### config.mk
export PLATFORM = sky130hd
export DESIGN_NAME = hart_master_frame_receiver_core_flat
export DESIGN_NICKNAME = d
export VERILOG_FILES = /design/src/sv/hmfr_pkg.sv /design/src/sv/hmfr_if.sv /design/src/sv/hmfr_frame.sv /design/src/sv/hart_master_frame_receiver_core.sv /design/src/flat_wrapper.sv
export SDC_FILE = /design/constraint.sdc
export NUM_CORES = 1
export LEC_CHECK = 0
export ABC_AREA = 1
export ABC_CLOCK_PERIOD_IN_PS = 2900
export BUFFER_PORTS_ARGS = -buffer_cell sky130_fd_sc_hd__buf_2
export CAP_MARGIN = 25
export CORE_MARGIN = 2
export CORE_UTILIZATION = 48
export CTS_CLUSTER_DIAMETER = 30
export DETAILED_ROUTE_END_ITERATION = 12
export PLACE_DENSITY = 0.75
export SYNTH_ARGS = -nofsm -noshare
export SYNTH_HDL_FRONTEND = slang
export SYNTH_SLANG_ARGS = --single-unit
### constraint.sdc
create_clock -name clk -period 2.9 [get_ports clk]
set_input_delay 0.435 -clock clk [delete_from_list [all_inputs] [get_ports clk]]
set_output_delay 0.435 -clock clk [all_outputs]
set_load 0.01 [all_outputs]
### src/sv/hmfr_pkg.sv
// Shared types, constants and register codes for the HART master frame receiver.
package hmfr_pkg;

    localparam int DEF_MAX_FRAME_BYTES = 32;

    localparam int BYTE_W     = 8;
    localparam int CFG_W      = 24;
    localparam int CFG_IDX_W  = 3;
    localparam int PREAMBLE_W = 5;
    localparam int LAST_W     = 9;
    localparam int IDX_W      = 5;
    localparam int STATUS_W   = 3;

    localparam logic [BYTE_W-1:0]     PREAMBLE_BYTE = 8'hFF;
    localparam logic [PREAMBLE_W-1:0] PREAMBLE_MAX  = 5'd31;
    localparam logic [LAST_W-1:0]     LAST_UNKNOWN  = 9'h1FF;
    localparam logic [BYTE_W-1:0]     POLL_MASK     = 8'h0F;
    localparam logic [BYTE_W-1:0]     MFR_MASK      = 8'h3F;

    typedef enum logic [CFG_IDX_W-1:0] {
        REG_MIN_PREAMBLES     = 3'd0,
        REG_FILTER_ADDRESS    = 3'd1,
        REG_POLL_ADDRESS      = 3'd2,
        REG_MANUFACTURER_CODE = 3'd3,
        REG_DEVICE_KIND       = 3'd4,
        REG_UNIQUE_ID_BASE    = 3'd5,
        REG_SHORT_DELIMITER   = 3'd6,
        REG_LONG_DELIMITER    = 3'd7
    } cfg_index_t;

    typedef enum logic [STATUS_W-1:0] {
        STATUS_OK        = 3'd0,
        STATUS_BAD_CHECK = 3'd1,
        STATUS_ADDR_MISS = 3'd2,
        STATUS_BAD_DELIM = 3'd3,
        STATUS_OVERLONG  = 3'd4
    } frame_status_t;

    typedef struct packed {
        logic [PREAMBLE_W-1:0] min_preambles;
        logic                  filter_address;
        logic [3:0]            poll_address;
        logic [5:0]            manufacturer_code;
        logic [BYTE_W-1:0]     device_kind;
        logic [CFG_W-1:0]      unique_id_base;
        logic [BYTE_W-1:0]     short_delimiter;
        logic [BYTE_W-1:0]     long_delimiter;
    } cfg_t;

    typedef struct packed {
        logic [BYTE_W-1:0]   data_byte;
        logic [IDX_W-1:0]    byte_index;
        logic                long_format;
        logic                frame_end;
        logic [STATUS_W-1:0] frame_status;
        logic                accepted;
    } result_t;

endpackage

### src/sv/hmfr_if.sv
// Valid/ready channel interfaces for received words and frame result words.
interface hmfr_req_if import hmfr_pkg::*; ();
    logic              valid;
    logic              ready;
    logic              req_type;
    logic [BYTE_W-1:0] rx_byte;

    modport source (output valid, output req_type, output rx_byte, input ready);
    modport sink (input valid, input req_type, input rx_byte, output ready);
endinterface

interface hmfr_res_if import hmfr_pkg::*; ();
    logic                valid;
    logic                ready;
    logic [BYTE_W-1:0]   data_byte;
    logic [IDX_W-1:0]    byte_index;
    logic                long_format;
    logic                frame_end;
    logic [STATUS_W-1:0] frame_status;
    logic                accepted;

    modport source (output valid, output data_byte, output byte_index, output long_format,
                    output frame_end, output frame_status, output accepted, input ready);
    modport sink (input valid, input data_byte, input byte_index, input long_format,
                  input frame_end, input frame_status, input accepted, output ready);
endinterface

### src/sv/hmfr_frame.sv
// Frame tracking state and the combinational decode of one received word.
module hmfr_frame import hmfr_pkg::*; #(
    parameter int MAX_FRAME_BYTES = DEF_MAX_FRAME_BYTES
) (
    input  logic              clk,
    input  logic              rst_n,
    input  logic              step,
    input  logic              req_type,
    input  logic [BYTE_W-1:0] rx_byte,
    input  cfg_t              cfg,
    output logic              res_valid,
    output result_t           res
);

    localparam int POS_W = $clog2(MAX_FRAME_BYTES);

    logic [PREAMBLE_W-1:0] preamble_count_reg, preamble_count_next;
    logic                  in_frame_reg, in_frame_next;
    logic [POS_W-1:0]      position_reg, position_next;
    logic [LAST_W-1:0]     last_position_reg, last_position_next;
    logic [BYTE_W-1:0]     running_xor_reg, running_xor_next;
    logic                  is_long_reg, is_long_next;
    logic                  address_ok_reg, address_ok_next;

    logic [LAST_W-1:0] last_calc;
    logic              addr_match;
    logic              count_pos;
    logic [BYTE_W-1:0] id_low;

    assign id_low    = cfg.unique_id_base[7:0] + {4'd0, cfg.poll_address};
    assign last_calc = LAST_W'(position_reg) + LAST_W'(rx_byte) + LAST_W'(1);
    assign count_pos = is_long_reg ? (position_reg == POS_W'(7))
                                   : (position_reg == POS_W'(3));

    // Address byte check for the current position of the frame.
    always_comb
    begin
        addr_match = 1'b1;
        if (!is_long_reg)
        begin
            if (position_reg == POS_W'(1))
                addr_match = ((rx_byte & POLL_MASK) == {4'd0, cfg.poll_address});
        end
        else
        begin
            if (position_reg == POS_W'(1))
                addr_match = ((rx_byte & MFR_MASK) == {2'd0, cfg.manufacturer_code});
            else if (position_reg == POS_W'(2))
                addr_match = (rx_byte == cfg.device_kind);
            else if (position_reg == POS_W'(3))
                addr_match = (rx_byte == cfg.unique_id_base[23:16]);
            else if (position_reg == POS_W'(4))
                addr_match = (rx_byte == cfg.unique_id_base[15:8]);
            else if (position_reg == POS_W'(5))
                addr_match = (rx_byte == id_low);
        end
    end

    always_comb
    begin
        preamble_count_next = preamble_count_reg;
        in_frame_next       = in_frame_reg;
        position_next       = position_reg;
        last_position_next  = last_position_reg;
        running_xor_next    = running_xor_reg;
        is_long_next        = is_long_reg;
        address_ok_next     = address_ok_reg;

        res_valid        = 1'b0;
        res.data_byte    = rx_byte;
        res.byte_index   = IDX_W'(position_reg);
        res.long_format  = is_long_reg;
        res.frame_end    = 1'b0;
        res.frame_status = STATUS_OK;
        res.accepted     = 1'b0;

        if (req_type)
        begin
            preamble_count_next = '0;
            in_frame_next       = 1'b0;
            position_next       = '0;
            last_position_next  = LAST_UNKNOWN;
            running_xor_next    = '0;
            is_long_next        = 1'b0;
            address_ok_next     = 1'b1;
        end
        else if (!in_frame_reg)
        begin
            res.byte_index  = '0;
            if (rx_byte == PREAMBLE_BYTE)
            begin
                if (preamble_count_reg != PREAMBLE_MAX)
                    preamble_count_next = preamble_count_reg + PREAMBLE_W'(1);
            end
            else if (preamble_count_reg < cfg.min_preambles)
            begin
                preamble_count_next = '0;
            end
            else
            begin
                preamble_count_next = '0;
                res_valid           = 1'b1;
                if (rx_byte == cfg.short_delimiter || rx_byte == cfg.long_delimiter)
                begin
                    // The short format wins when both delimiters are equal.
                    is_long_next       = (rx_byte != cfg.short_delimiter);
                    in_frame_next      = 1'b1;
                    position_next      = POS_W'(1);
                    last_position_next = LAST_UNKNOWN;
                    running_xor_next   = rx_byte;
                    address_ok_next    = 1'b1;
                    res.long_format    = (rx_byte != cfg.short_delimiter);
                end
                else
                begin
                    res.long_format  = 1'b0;
                    res.frame_end    = 1'b1;
                    res.frame_status = STATUS_BAD_DELIM;
                    position_next    = '0;
                    running_xor_next = '0;
                    is_long_next     = 1'b0;
                    address_ok_next  = 1'b1;
                end
            end
        end
        else
        begin
            res_valid = 1'b1;
            if (LAST_W'(position_reg) == last_position_reg)
            begin
                res.frame_end = 1'b1;
                if (running_xor_reg != rx_byte)
                    res.frame_status = STATUS_BAD_CHECK;
                else if (cfg.filter_address && !address_ok_reg)
                    res.frame_status = STATUS_ADDR_MISS;
                else
                    res.accepted = 1'b1;
                in_frame_next      = 1'b0;
                position_next      = '0;
                last_position_next = LAST_UNKNOWN;
                running_xor_next   = '0;
                is_long_next       = 1'b0;
                address_ok_next    = 1'b1;
            end
            else if (count_pos
                     && ({1'b0, last_calc} >= (LAST_W + 1)'(MAX_FRAME_BYTES)))
            begin
                res.frame_end      = 1'b1;
                res.frame_status   = STATUS_OVERLONG;
                in_frame_next      = 1'b0;
                position_next      = '0;
                last_position_next = LAST_UNKNOWN;
                running_xor_next   = '0;
                is_long_next       = 1'b0;
                address_ok_next    = 1'b1;
            end
            else
            begin
                running_xor_next = running_xor_reg ^ rx_byte;
                address_ok_next  = address_ok_reg && addr_match;
                position_next    = position_reg + POS_W'(1);
                if (count_pos)
                    last_position_next = last_calc;
            end
        end
    end

    always_ff @(posedge clk or negedge rst_n)
    begin
        if (!rst_n)
        begin
            preamble_count_reg <= '0;
            in_frame_reg       <= 1'b0;
            position_reg       <= '0;
            last_position_reg  <= LAST_UNKNOWN;
            running_xor_reg    <= '0;
            is_long_reg        <= 1'b0;
            address_ok_reg     <= 1'b1;
        end
        else if (step)
        begin
            preamble_count_reg <= preamble_count_next;
            in_frame_reg       <= in_frame_next;
            position_reg       <= position_next;
            last_position_reg  <= last_position_next;
            running_xor_reg    <= running_xor_next;
            is_long_reg        <= is_long_next;
            address_ok_reg     <= address_ok_next;
        end
    end

endmodule

### src/sv/hart_master_frame_receiver_core.sv
// Top level of the HART master frame receiver: registers, word staging and result output.
//
//  channel | dir | handshake    | payload
//  --------+-----+--------------+------------------------------------------------------
//  req     | in  | valid/ready  | req_type, rx_byte
//  res     | out | valid/ready  | data_byte, byte_index, long_format, frame_end,
//          |     |              | frame_status, accepted
//  cfg     | in  | cfg_we       | cfg_index, cfg_data
//
// Each word is decoded combinationally while it sits in the input register, and its result
// is written to the result register when the word advances out of the input register.
// One word per cycle is sustained unless decode stalls; words with no result advance too.
// The input register can take a word while the result register holds a word not yet read,
// and decode stalls only when the result register is full and res.ready is low.
// Reset clears the frame state to preamble hunting and the registers to their defaults.
module hart_master_frame_receiver_core import hmfr_pkg::*; #(
    parameter int MAX_FRAME_BYTES = DEF_MAX_FRAME_BYTES
) (
    input  logic                 clk,
    input  logic                 rst_n,
    hmfr_req_if.sink             req,
    hmfr_res_if.source           res,
    input  logic                 cfg_we,
    input  logic [CFG_IDX_W-1:0] cfg_index,
    input  logic [CFG_W-1:0]     cfg_data
);

    cfg_t cfg_reg;

    logic              in_valid_reg;
    logic              in_type_reg;
    logic [BYTE_W-1:0] in_byte_reg;

    logic    out_valid_reg;
    result_t out_reg;

    logic    advance;
    logic    req_take;
    logic    step_valid;
    result_t step_res;

    assign advance   = in_valid_reg && (!out_valid_reg || res.ready);
    assign req.ready = !in_valid_reg || advance;
    assign req_take  = req.valid && req.ready;

    always_ff @(posedge clk or negedge rst_n)
    begin
        if (!rst_n)
        begin
            cfg_reg.min_preambles     <= 5'd5;
            cfg_reg.filter_address    <= 1'b0;
            cfg_reg.poll_address      <= '0;
            cfg_reg.manufacturer_code <= '0;
            cfg_reg.device_kind       <= '0;
            cfg_reg.unique_id_base    <= '0;
            cfg_reg.short_delimiter   <= 8'd2;
            cfg_reg.long_delimiter    <= 8'd130;
        end
        else if (cfg_we)
        begin
            unique case (cfg_index_t'(cfg_index))
                REG_MIN_PREAMBLES:     cfg_reg.min_preambles     <= cfg_data[PREAMBLE_W-1:0];
                REG_FILTER_ADDRESS:    cfg_reg.filter_address    <= cfg_data[0];
                REG_POLL_ADDRESS:      cfg_reg.poll_address      <= cfg_data[3:0];
                REG_MANUFACTURER_CODE: cfg_reg.manufacturer_code <= cfg_data[5:0];
                REG_DEVICE_KIND:       cfg_reg.device_kind       <= cfg_data[BYTE_W-1:0];
                REG_UNIQUE_ID_BASE:    cfg_reg.unique_id_base    <= cfg_data;
                REG_SHORT_DELIMITER:   cfg_reg.short_delimiter   <= cfg_data[BYTE_W-1:0];
                REG_LONG_DELIMITER:    cfg_reg.long_delimiter    <= cfg_data[BYTE_W-1:0];
                default:               cfg_reg                   <= cfg_reg;
            endcase
        end
    end

    always_ff @(posedge clk or negedge rst_n)
    begin
        if (!rst_n)
            in_valid_reg <= 1'b0;
        else if (req_take)
            in_valid_reg <= 1'b1;
        else if (advance)
            in_valid_reg <= 1'b0;
    end

    always_ff @(posedge clk)
    begin
        if (req_take)
        begin
            in_type_reg <= req.req_type;
            in_byte_reg <= req.rx_byte;
        end
    end

    hmfr_frame #(
        .MAX_FRAME_BYTES (MAX_FRAME_BYTES)
    ) u_frame (
        .clk       (clk),
        .rst_n     (rst_n),
        .step      (advance),
        .req_type  (in_type_reg),
        .rx_byte   (in_byte_reg),
        .cfg       (cfg_reg),
        .res_valid (step_valid),
        .res       (step_res)
    );

    always_ff @(posedge clk or negedge rst_n)
    begin
        if (!rst_n)
            out_valid_reg <= 1'b0;
        else if (advance)
            out_valid_reg <= step_valid;
        else if (res.ready)
            out_valid_reg <= 1'b0;
    end

    always_ff @(posedge clk)
    begin
        if (advance && step_valid)
            out_reg <= step_res;
    end

    assign res.valid        = out_valid_reg;
    assign res.data_byte    = out_reg.data_byte;
    assign res.byte_index   = out_reg.byte_index;
    assign res.long_format  = out_reg.long_format;
    assign res.frame_end    = out_reg.frame_end;
    assign res.frame_status = out_reg.frame_status;
    assign res.accepted     = out_reg.accepted;

endmodule
### src/flat_wrapper.sv
// flat-port wrapper written by rule: the top's interface ports become plain ports
module hart_master_frame_receiver_core_flat import hmfr_pkg::*;
#(
    parameter int MAX_FRAME_BYTES = DEF_MAX_FRAME_BYTES
)
  (clk, rst_n, cfg_we, cfg_index, cfg_data, req_valid, req_req_type, req_rx_byte, req_ready, res_valid, res_data_byte, res_byte_index, res_long_format, res_frame_end, res_frame_status, res_accepted, res_ready);
  hmfr_req_if req_i ();
  hmfr_res_if res_i ();
  input  logic clk;
  input  logic rst_n;
  input  logic cfg_we;
  input  logic [CFG_IDX_W-1:0] cfg_index;
  input  logic [CFG_W-1:0] cfg_data;
  input wire logic [$bits(req_i.valid)-1:0] req_valid;
  input wire logic [$bits(req_i.req_type)-1:0] req_req_type;
  input wire logic [$bits(req_i.rx_byte)-1:0] req_rx_byte;
  output wire logic [$bits(req_i.ready)-1:0] req_ready;
  output wire logic [$bits(res_i.valid)-1:0] res_valid;
  output wire logic [$bits(res_i.data_byte)-1:0] res_data_byte;
  output wire logic [$bits(res_i.byte_index)-1:0] res_byte_index;
  output wire logic [$bits(res_i.long_format)-1:0] res_long_format;
  output wire logic [$bits(res_i.frame_end)-1:0] res_frame_end;
  output wire logic [$bits(res_i.frame_status)-1:0] res_frame_status;
  output wire logic [$bits(res_i.accepted)-1:0] res_accepted;
  input wire logic [$bits(res_i.ready)-1:0] res_ready;
  assign req_i.valid = req_valid;
  assign req_i.req_type = req_req_type;
  assign req_i.rx_byte = req_rx_byte;
  assign req_ready = req_i.ready;
  assign res_valid = res_i.valid;
  assign res_data_byte = res_i.data_byte;
  assign res_byte_index = res_i.byte_index;
  assign res_long_format = res_i.long_format;
  assign res_frame_end = res_i.frame_end;
  assign res_frame_status = res_i.frame_status;
  assign res_accepted = res_i.accepted;
  assign res_i.ready = res_ready;
  hart_master_frame_receiver_core #(.MAX_FRAME_BYTES(MAX_FRAME_BYTES)) u_core (.clk(clk), .rst_n(rst_n), .req(req_i), .res(res_i), .cfg_we(cfg_we), .cfg_index(cfg_index), .cfg_data(cfg_data));
endmodule
Yosys cells after proc, flatten, opt, wreduce, memory -nomap -nowiden

Index checks and enable logic that the tools add are counted.

Equality and inequality tests: 32
Magnitude comparators: 2
Reductions and logical operators: 29
Muxes and demuxes: 76
Bitwise gates (word level): 3
Add/subtract/negate cells: 5

Operators with widths:

| cell                | count |
|---|---|
| $mux 9              | 8 |
| $mux 5              | 12 |
| $mux 8              | 7 |
| $eq 8x8->1          | 6 |
| $mux 1              | 41 |
| $mux 4              | 4 |
| $ne 8x8->1          | 2 |
| $reduce_and 2->1    | 8 |
| $eq 5x3->1 const B  | 3 |
| $eq 3x3->1 const B  | 4 |
| $mux 11             | 1 |
| $add 5x1->5 const B | 2 |
| $eq 5x2->1 const B  | 2 |
| $add 5x8->9         | 1 |
| $add 9x1->9 const B | 1 |
| $eq 5x9->1          | 1 |
| $ge 9x6->1 const B  | 1 |
| $add 8x4->8         | 1 |
| $eq 8x8->1 const B  | 1 |
| $xor 8x8->8         | 1 |
| $eq 3x2->1 const B  | 2 |
| $eq 6x6->1          | 1 |
| $logic_and 1x1->1   | 6 |
| $mux 6              | 1 |
| other kinds (21)    | 30 |

Register bits: 124
Input port bits: 41
Logic and storage cells: 172
Output and inout port bits: 21

Longest topological paths before layout

Gate-level depths: netlist of run 1.

Depth in word-level cells: 13
Gate-level depth with buffers: 20
Mapped depth without buffers: 19

Cells and area by module

A second synthesis of run 1 with hierarchy kept.

Cells, all modules: 844
Area, all modules: 6961.7 um2

By module, submodules not included:

| module                          | cells each | times used | sequential area each (um2) | area an instance (um2) |
|---|---|---|---|---|
| hmfr_frame                      | 511        | 1          | 763.2                      | 3522.1 |
| hart_master_frame_receiver_core | 333        | 1          | 2498.6                     | 3439.5 |

Worst setup path before layout of run 1

Ideal clock, no wire load.

Path type: register to register
Start point: reg u_core.cfg_reg[61] (netlist bit)
End point: reg u_core.u_frame.position_reg[0]
Setup slack: 0.025 ns
Required time: 2.835 ns
Arrival: 2.810 ns
Cell stages (with the launch flop): 13
Clock period less this slack: 2.875 ns
Buffers on the path: 0
Cells stage by stage: dfstp_2 -> inv_1 -> ha_1 -> nand2_1 -> inv_1 -> o21ai_0 -> nand3_1 -> nand2_2 -> a21oi_1 -> inv_1 -> nor2_4 -> o211ai_2 -> nand2_1

Longest elaborated chain between the ends: 3

Ends and longest elaborated chain:

| element                           | RTL line                              | RTL |
|---|---|---|
| start, declared                   | hart_master_frame_receiver_core.sv:28 | `cfg_t cfg_reg;` |
| start signal, assigned            | hart_master_frame_receiver_core.sv:70 | `default: cfg_reg <= cfg_reg;` |
| $lt 5x5->1                        | hmfr_frame.sv:95                      | `else if (preamble_count_reg < cfg.min_preambles)` |
| $ne 3x2->1 (no source line)       | -                                     |  |
| $reduce_and 3->1 (no source line) | -                                     |  |
| end signal, assigned              | hmfr_frame.sv:184                     | `position_reg <= position_next;` |
| end, declared                     | hmfr_frame.sv:19                      | `logic [POS_W-1:0] position_reg, position_next;` |

No other way between the ends.
A chain may end at the register's enable or synchronous reset.

Worst setup path in the final report of run 1

Start point: reg u_core.u_frame.position_reg[0]
End point: reg u_core.u_frame.last_position_reg[7]

Longest elaborated chain between the ends: 8
Elaborated cells between the ends (all ways): 15
Those cells by class: add/sub: 2; order compare: 1; eq/ne: 4; mux: 6; reduce/logical: 2

Ends and longest elaborated chain:

| element              | RTL line          | RTL |
|---|---|---|
| $add 5x8->9          | hmfr_frame.sv:31  | `assign last_calc = LAST_W'(position_reg) + LAST_W'(rx_byte) + LAST_W'(1);` |
| $add 9x1->9          | hmfr_frame.sv:31  |  |
| $ge 9x6->1           | hmfr_frame.sv:146 | `&& ({1'b0, last_calc} >= (LAST_W + 1)'(MAX_FRAME_BYTES)))` |
| $logic_and 1x1->1    | hmfr_frame.sv:146 |  |
| $mux 9               | hmfr_frame.sv:145 | `else if (count_pos` |
| $mux 9               | hmfr_frame.sv:129 | `if (LAST_W'(position_reg) == last_position_reg)` |
| $mux 9               | hmfr_frame.sv:87  | `else if (!in_frame_reg)` |
| $mux 9               | hmfr_frame.sv:77  | `if (req_type)` |
| end signal, assigned | hmfr_frame.sv:185 | `last_position_reg <= last_position_next;` |
| end, declared        | hmfr_frame.sv:20  | `logic [LAST_W-1:0] last_position_reg, last_position_next;` |

Parallel ways exist; a longest one is shown, timed or not. The select of a mux whose other input is x is not followed.

==> flow_summary.toml, run 1 <==
[floorplanning]
start_util = 0.4877
num_io_pins = 62
die_area_um2 = 14960
die-width_um = 122.3
rows = 43
die_y_um = 122.3
placeableCoreArea_um2 = 13770

[timing]
min_period_ns = 2.670
holdWs_ns = -0.005210
tightest_slew_ns = 0.7187
rsz0062_at_grt = "no"
fin_crit_sh = 0.9207
relSlewSlack = 0.5209
hold_violations = 10
fmax_mhz = 374.5
fin_worst_skew_ns = 0.009278
fin_setup_tns_ns = 0
drv_slew = 0
finalSetupViolations = 0

[global_route]
first_global_vias = 5125
overflow = 0
grtUsageMet1 = 0.3169
top_usage_layer = "met2"
grt_use_total = 0.2374
use_met2 = 0.3854
met3_usage = 0.05762
grt_start_max_net_pins = 57
grt_pass1_wl_mm = 26.68
antenna_found_initial = 0

[finish]
antenna_cells = 0
final_common_cell = "nand2_1"
fin_cells = 1037
syn_to_final_growth_pct = 16.58
drive_gt1_frac = 0.1890
mostFrequentLayoutCells = "nand2_1, inv_1, dfrtp_1"
layout.nets = 906
largest_reg_flops = 64

[power_and_ir_drop]
power.leakage_nw = 3.738
p_per_area_nw_per_um2 = 653.5
peakVddDrop_mv = 0.4645

[clock_tree]
cts_setup_buffers = 0
path_clk_slew_ns = 0.05
cts_buffer_depth = 2
htreeDepth = 4
cts-root-buf = "clkbuf_16"
cts_tree = "built"
hold_buffers = 0
clock_latency_ns = 0.43
cts_buffers = 17
cts.sinks = 124

[synth]
netlist.area_leader.share = 0.3017
syn_area_per_cell_um2 = 8.713
synth-seq-cells = 124
synth_ff_type = "dfrtp_1"
ys.warnings.count = 0
post_synth_instance_area_um2 = 6718
synthTopCellsByArea = "dfrtp_1, edfxtp_1, nand2_1, dfstp_2, inv_1"
synthDistinctLibCells = 50
yosys.area.top_type = "dfrtp_1"
synth_nets = 833
ys_seq_area_frac = 0.4856
synth_edf_count = 28
synthCells = 771
synth-async-reset-ratio = 0.7742

[placed_design]
hpwl_mm = 11.40
place_inst = 1005
gp_congestion = 0.9424
io_buffers = 61

[setup_path]
cp_max_fo = 6
critPathKind = "flip-flop to flip-flop"
reg2reg_depth = 16
crit_path_end_kind = "flip-flop"
cp_data_arrival_time_ns = 3.01
crit_path_start_kind = "flip-flop"
worstPathRequired_ns = 3.24

[drt]
drc = 0
drtAntennaViolNets = 0
wl_per_cell_um = 15.83
routed_wl_mm = 16.41
drt_first_pass_iters = 6
via_per_inst = 5.333
drt-initial-drc-count = 552
dr_total_vias = 5530

[worst_hold_path]
worst_hold_path_type = "input pin to async pin"

[outcome]
violations = "negative hold slack"
outcome = "finished, violations left"

[flow_run]
drv_cap = 0
[metal layers]
layer,routed length [um],up-vias
li1,-,2671
met1,7219,2633
met2,7798,195
met3,1065,31
met4,329,0
met5,0,-
[cells in the mapped netlist (4+ instances only)]
cell	instances
nand2_1	174
dfrtp_1	81
inv_1	81
nor2_1	71
o21ai_0	57
nand3_1	36
xor2_1	34
a21oi_1	33
edfxtp_1	28
ha_1	19
nand4_1	19
xnor2_1	19
dfstp_2	15
nor3_1	12
clkbuf_1	10
mux2_2	8
buf_4	7
nand2_2	7
or2_2	6
inv_2	4
nor2_4	4
nor4_1	4
[layout make-up]
cell class,count,area (um^2)
clock buffers,25,485.5
clock inverters,7,88.84
fillers,1259,5942
inverters,86,327.8
multi-input cells,539,3009
flip-flops and latches,124,3262
well taps,180,225.2
repair buffers,76,432.9
[cell families after synthesis]
| family | count (synthesis) | synth area share |
|---|---|---|
| AND/OR/NAND/NOR | 348 | 0.2321 |
| flip-flops | 124 | 0.4856 |
| AO/OA/AOI/OAI | 109 | 0.09071 |
| buffers and inverters | 108 | 0.06780 |
| XOR/XNOR | 53 | 0.06910 |
| adder cells (fa/ha/maj) | 21 | 0.04135 |
| multiplexers | 8 | 0.01341 |
[path summary, 6_finish.rpt]
kind                                           startpoint  slack (ns)                                   to
max                        u_core.u_frame.position_reg[0]        0.23  u_core.u_frame.last_position_reg[7]
min                                                 rst_n      -0.005                   u_core.cfg_reg[24]
max reg2reg                u_core.u_frame.position_reg[0]        0.23  u_core.u_frame.last_position_reg[7]
min reg2reg                            u_core.cfg_reg[60]        0.49                   u_core.cfg_reg[60]
max in group asynchronous                           rst_n        2.17                   u_core.cfg_reg[59]
min in group clk                           req_rx_byte[6]        0.19                u_core.in_byte_reg[6]
[critical path: stages, from the launching register on]
cell and delay, ns:
dfrtp_1 0.45, inv_1 0.10, ha_1 0.14, inv_1 0.07, fa_1 0.45, nand3_1 0.10, nand2_1 0.09, a21oi_2 0.14
nor2_1 0.07, nand2_2 0.10, nor2_4 0.05, nor2_1 0.14, nand2_2 0.09, nand2_2 0.09, nand3_1 0.20, nor3_4 0.24
nor2_1 0.06
[power breakdown]
group	total [mW]	internal [mW]	switching, mW
registers	2.18	2.02	0.167
logic	0.866	0.353	0.513
clock network	2.07	1.33	0.741
total	5.12	3.70	1.42
[through the flow]
| step | instance area [um^2] | hold WS (ns) | utilization | setup slack [ns] | power [mW] |
|---|---|---|---|---|---|
| floorplan | 6718 | 0.1394 | - | 0.02519 | 2.791 |
| global placement | 7252 | 0.4510 | 0.5265 | 0.2774 | 3.034 |
| detailed placement | 7252 | 0.4553 | 0.5265 | 0.1977 | 3.067 |
| CTS | 7826 | 0.01321 | 0.5682 | 0.2012 | 5.136 |
| global route | 7831 | 0.03959 | 0.5686 | 0.02193 | 5.363 |
| finish | 7831 | -0.005210 | 0.5686 | 0.2300 | 5.118 |
[timing repair]
item	4_1_cts	5_1_grt
resized for setup	0	1
endpoints found under the hold margin	0	0
setup endpoints to repair	0	1
Power figures use the tool's default switching activity.
==> run 2, diff against run 1 <==
--- a/config.mk
+++ b/config.mk
@@ -14,6 +14,8 @@
 export CTS_CLUSTER_DIAMETER = 30
 export DETAILED_ROUTE_END_ITERATION = 12
 export PLACE_DENSITY = 0.75
+export RECOVER_POWER = 100
 export SYNTH_ARGS = -nofsm -noshare
 export SYNTH_HDL_FRONTEND = slang
+export SYNTH_HIERARCHICAL = 1
 export SYNTH_SLANG_ARGS = --single-unit
==> flow_summary.toml, run 2 <==
[outcome]
outcome = "finished, violations left"
violations = "max-capacitance violations, max-slew violations"

[synth]
ys_seq_area_frac = 0.4685
yosys.area.top_type = "dfrtp_1"
synth.most_common_cell = "nand2_1"
syn_area_per_cell_um2 = 8.248
synth-seq-cells = 124
synth-async-reset-ratio = 0.7742
synth_nets = 906
synthTopCellsByArea = "dfrtp_1, nand2_1, edfxtp_1, dfstp_2, xor2_1"
synthDistinctLibCells = 49
synthCells = 844
synth_ff_type = "dfrtp_1"
post_synth_instance_area_um2 = 6962
netlist.area_leader.share = 0.2912
ys_top_cells_by_count = "nand2_1, dfrtp_1, nor2_1, inv_1, nand3_1"
ys.warnings.count = 6
synth_edf_count = 28

[timing]
worst_slack_ns = 0.2143
hold_violations = 0
min_period_ns = 2.686
fin_setup_tns_ns = 0
tightest_slew_ns = 1.900
relSlewSlack = -0.2668
holdWs_ns = 0.1856
rsz0062_at_grt = "no"
finalSetupViolations = 0
fin_crit_sh = 0.9261
fmax_mhz = 372.3
fin_worst_skew_ns = 0.005923
drv_slew = 34

[placed_design]
io_buffers = 61
hpwl_mm = 11.72
gp_congestion = 0.8867
dp_worst_setup_slack_ns = 0.2446
place_area_um2 = 7431

[drt]
via_per_inst = 5.127
drt_first_pass_iters = 5
routed_wl_mm = 16.64
wl_per_cell_um = 14.98
drtAntennaViolNets = 0
drc = 0
drt-initial-drc-count = 593
dr_total_vias = 5696

[clock_tree]
clock_latency_ns = 0.42
cts_setup_buffers = 0
cts_buffer_depth = 2
htreeDepth = 4
cts_buffers = 17
path_clk_slew_ns = 0.06
cts.sinks = 124
cts-root-buf = "clkbuf_16"
cts_tree = "built"

[floorplanning]
placeableCoreArea_um2 = 14370
num_io_pins = 62
die_area_um2 = 15480
start_util = 0.4845
rows = 44
die_y_um = 124.4
die-width_um = 124.4

[global_route]
grt_use_total = 0.2293
grt_pass1_wl_mm = 28.03
overflow = 0
antenna_found_initial = 0
first_global_vias = 5644
grt_start_max_net_pins = 65

[power_and_ir_drop]
p_per_area_nw_per_um2 = 624.6
peakVddDrop_mv = 0.4348
power.leakage_nw = 3.871
p_total_mw = 4.936

[finish]
syn_to_final_growth_pct = 13.53
layout.nets = 976
mostFrequentLayoutCells = "nand2_1, dfrtp_1, nor2_1"
fill_cells = 1357
final_area_um2 = 7904
final_common_cell = "nand2_1"
largest_reg_flops = 64
antenna_cells = 0
drive_gt1_frac = 0.1381

[setup_path]
cp_max_fo = 11
crit_path_start_kind = "flip-flop"
cp_data_arrival_time_ns = 2.84
critPathKind = "flip-flop to flip-flop"
crit_path_end_kind = "flip-flop"
worstPathRequired_ns = 3.06

[flow_run]
drv_cap = 1

[worst_hold_path]
worst_hold_path_type = "input pin to flip-flop"
-- run 2: metal layers --
layer  global-route usage  vias up  wire length (um)
li1                     -     2827                 -
met1               0.3011     2693              7352
met2               0.3729      154              7979
met3              0.06143       22              1084
met4              0.07006        0               223
met5                    0        -                 0
-- run 2: path summary, 6_finish.rpt --
check / from / to / slack [ns] / depth (start not counted)
worst min-delay path: req_req_type / u_core/in_type_reg / 0.19 / 1
worst max-delay path: u_core/in_byte_reg[3] / u_core/res.frame_status[1] / 0.21 / 9
max in group asynchronous: rst_n / u_core/cfg_reg[3] / 0.44 / 3
min in group asynchronous: rst_n / u_core/u_frame/position_reg[2] / 1.08 / 2
worst min register to register: u_core/in_byte_reg[7] / u_core/res.data_byte[7] / 0.46 / 0
worst max register to register: u_core/in_byte_reg[3] / u_core/res.frame_status[1] / 0.21 / 9
-- run 2: power by group --
part / switching, mW / leakage [nW] / total, mW / internal (mW)
logic: 0.506 / 2.14 / 0.834 / 0.329
clock network: 0.736 / 0.268 / 1.94 / 1.21
registers: 0.161 / 1.47 / 2.16 / 2.00
-- run 2: kinds of logic (layout without fill, tap and decap cells) --
logic type / Yosys count / after routing / share of synthesized area
flops: 124 / 124 / 0.4685
buf+inv: 102 / 185 / 0.06955
xor+xnor: 60 / 60 / 0.07656
simple gates: 492 / 492 / 0.3059
fa+ha+maj: 21 / 21 / 0.03990
compound gates: 45 / 45 / 0.03954
-- run 2: cell type report --
| cell class | count | area (um^2) | share of cell area |
|---|---|---|---|
| Sequential cell | 124 | 3263 | 0.4129 |
| Multi-Input combinational cell | 618 | 3206 | 0.4056 |
| Clock buffer | 23 | 467.9 | 0.05921 |
| Timing Repair Buffer | 77 | 375.4 | 0.04749 |
| Inverter | 76 | 290.3 | 0.03673 |
| Tap cell | 184 | 230.2 | 0.02913 |
| Clock inverter | 9 | 71.32 | 0.009023 |
-- run 2: worst max-delay path, cell delays in order, from the launching register on --
cell	delay, ns
edfxtp_1	0.35
clkbuf_1	0.74
xor2_1	0.14
nor2_1	0.15
nand4_1	0.22
and2_1	0.28
nor2_2	0.16
inv_1	0.15
nand2_1	0.15
nor3_1	0.07
-- run 2: stage by stage --
step / util / std cells
6_report: 0.5501 / 1111
5_1_grt: 0.5501 / 1111
4_1_cts: 0.5554 / 1111
3_5_place_dp: 0.5172 / 1078
3_3_place_gp: 0.5172 / 1078
2_1_floorplan: - / 844
-- run 2: what timing repair did --
item                                    in CTS  in global routing
gates resized for setup                      0                  2
endpoints found under the setup margin       0                  7
hold buffers                                 1                  0
endpoints found under the hold margin       22                  0
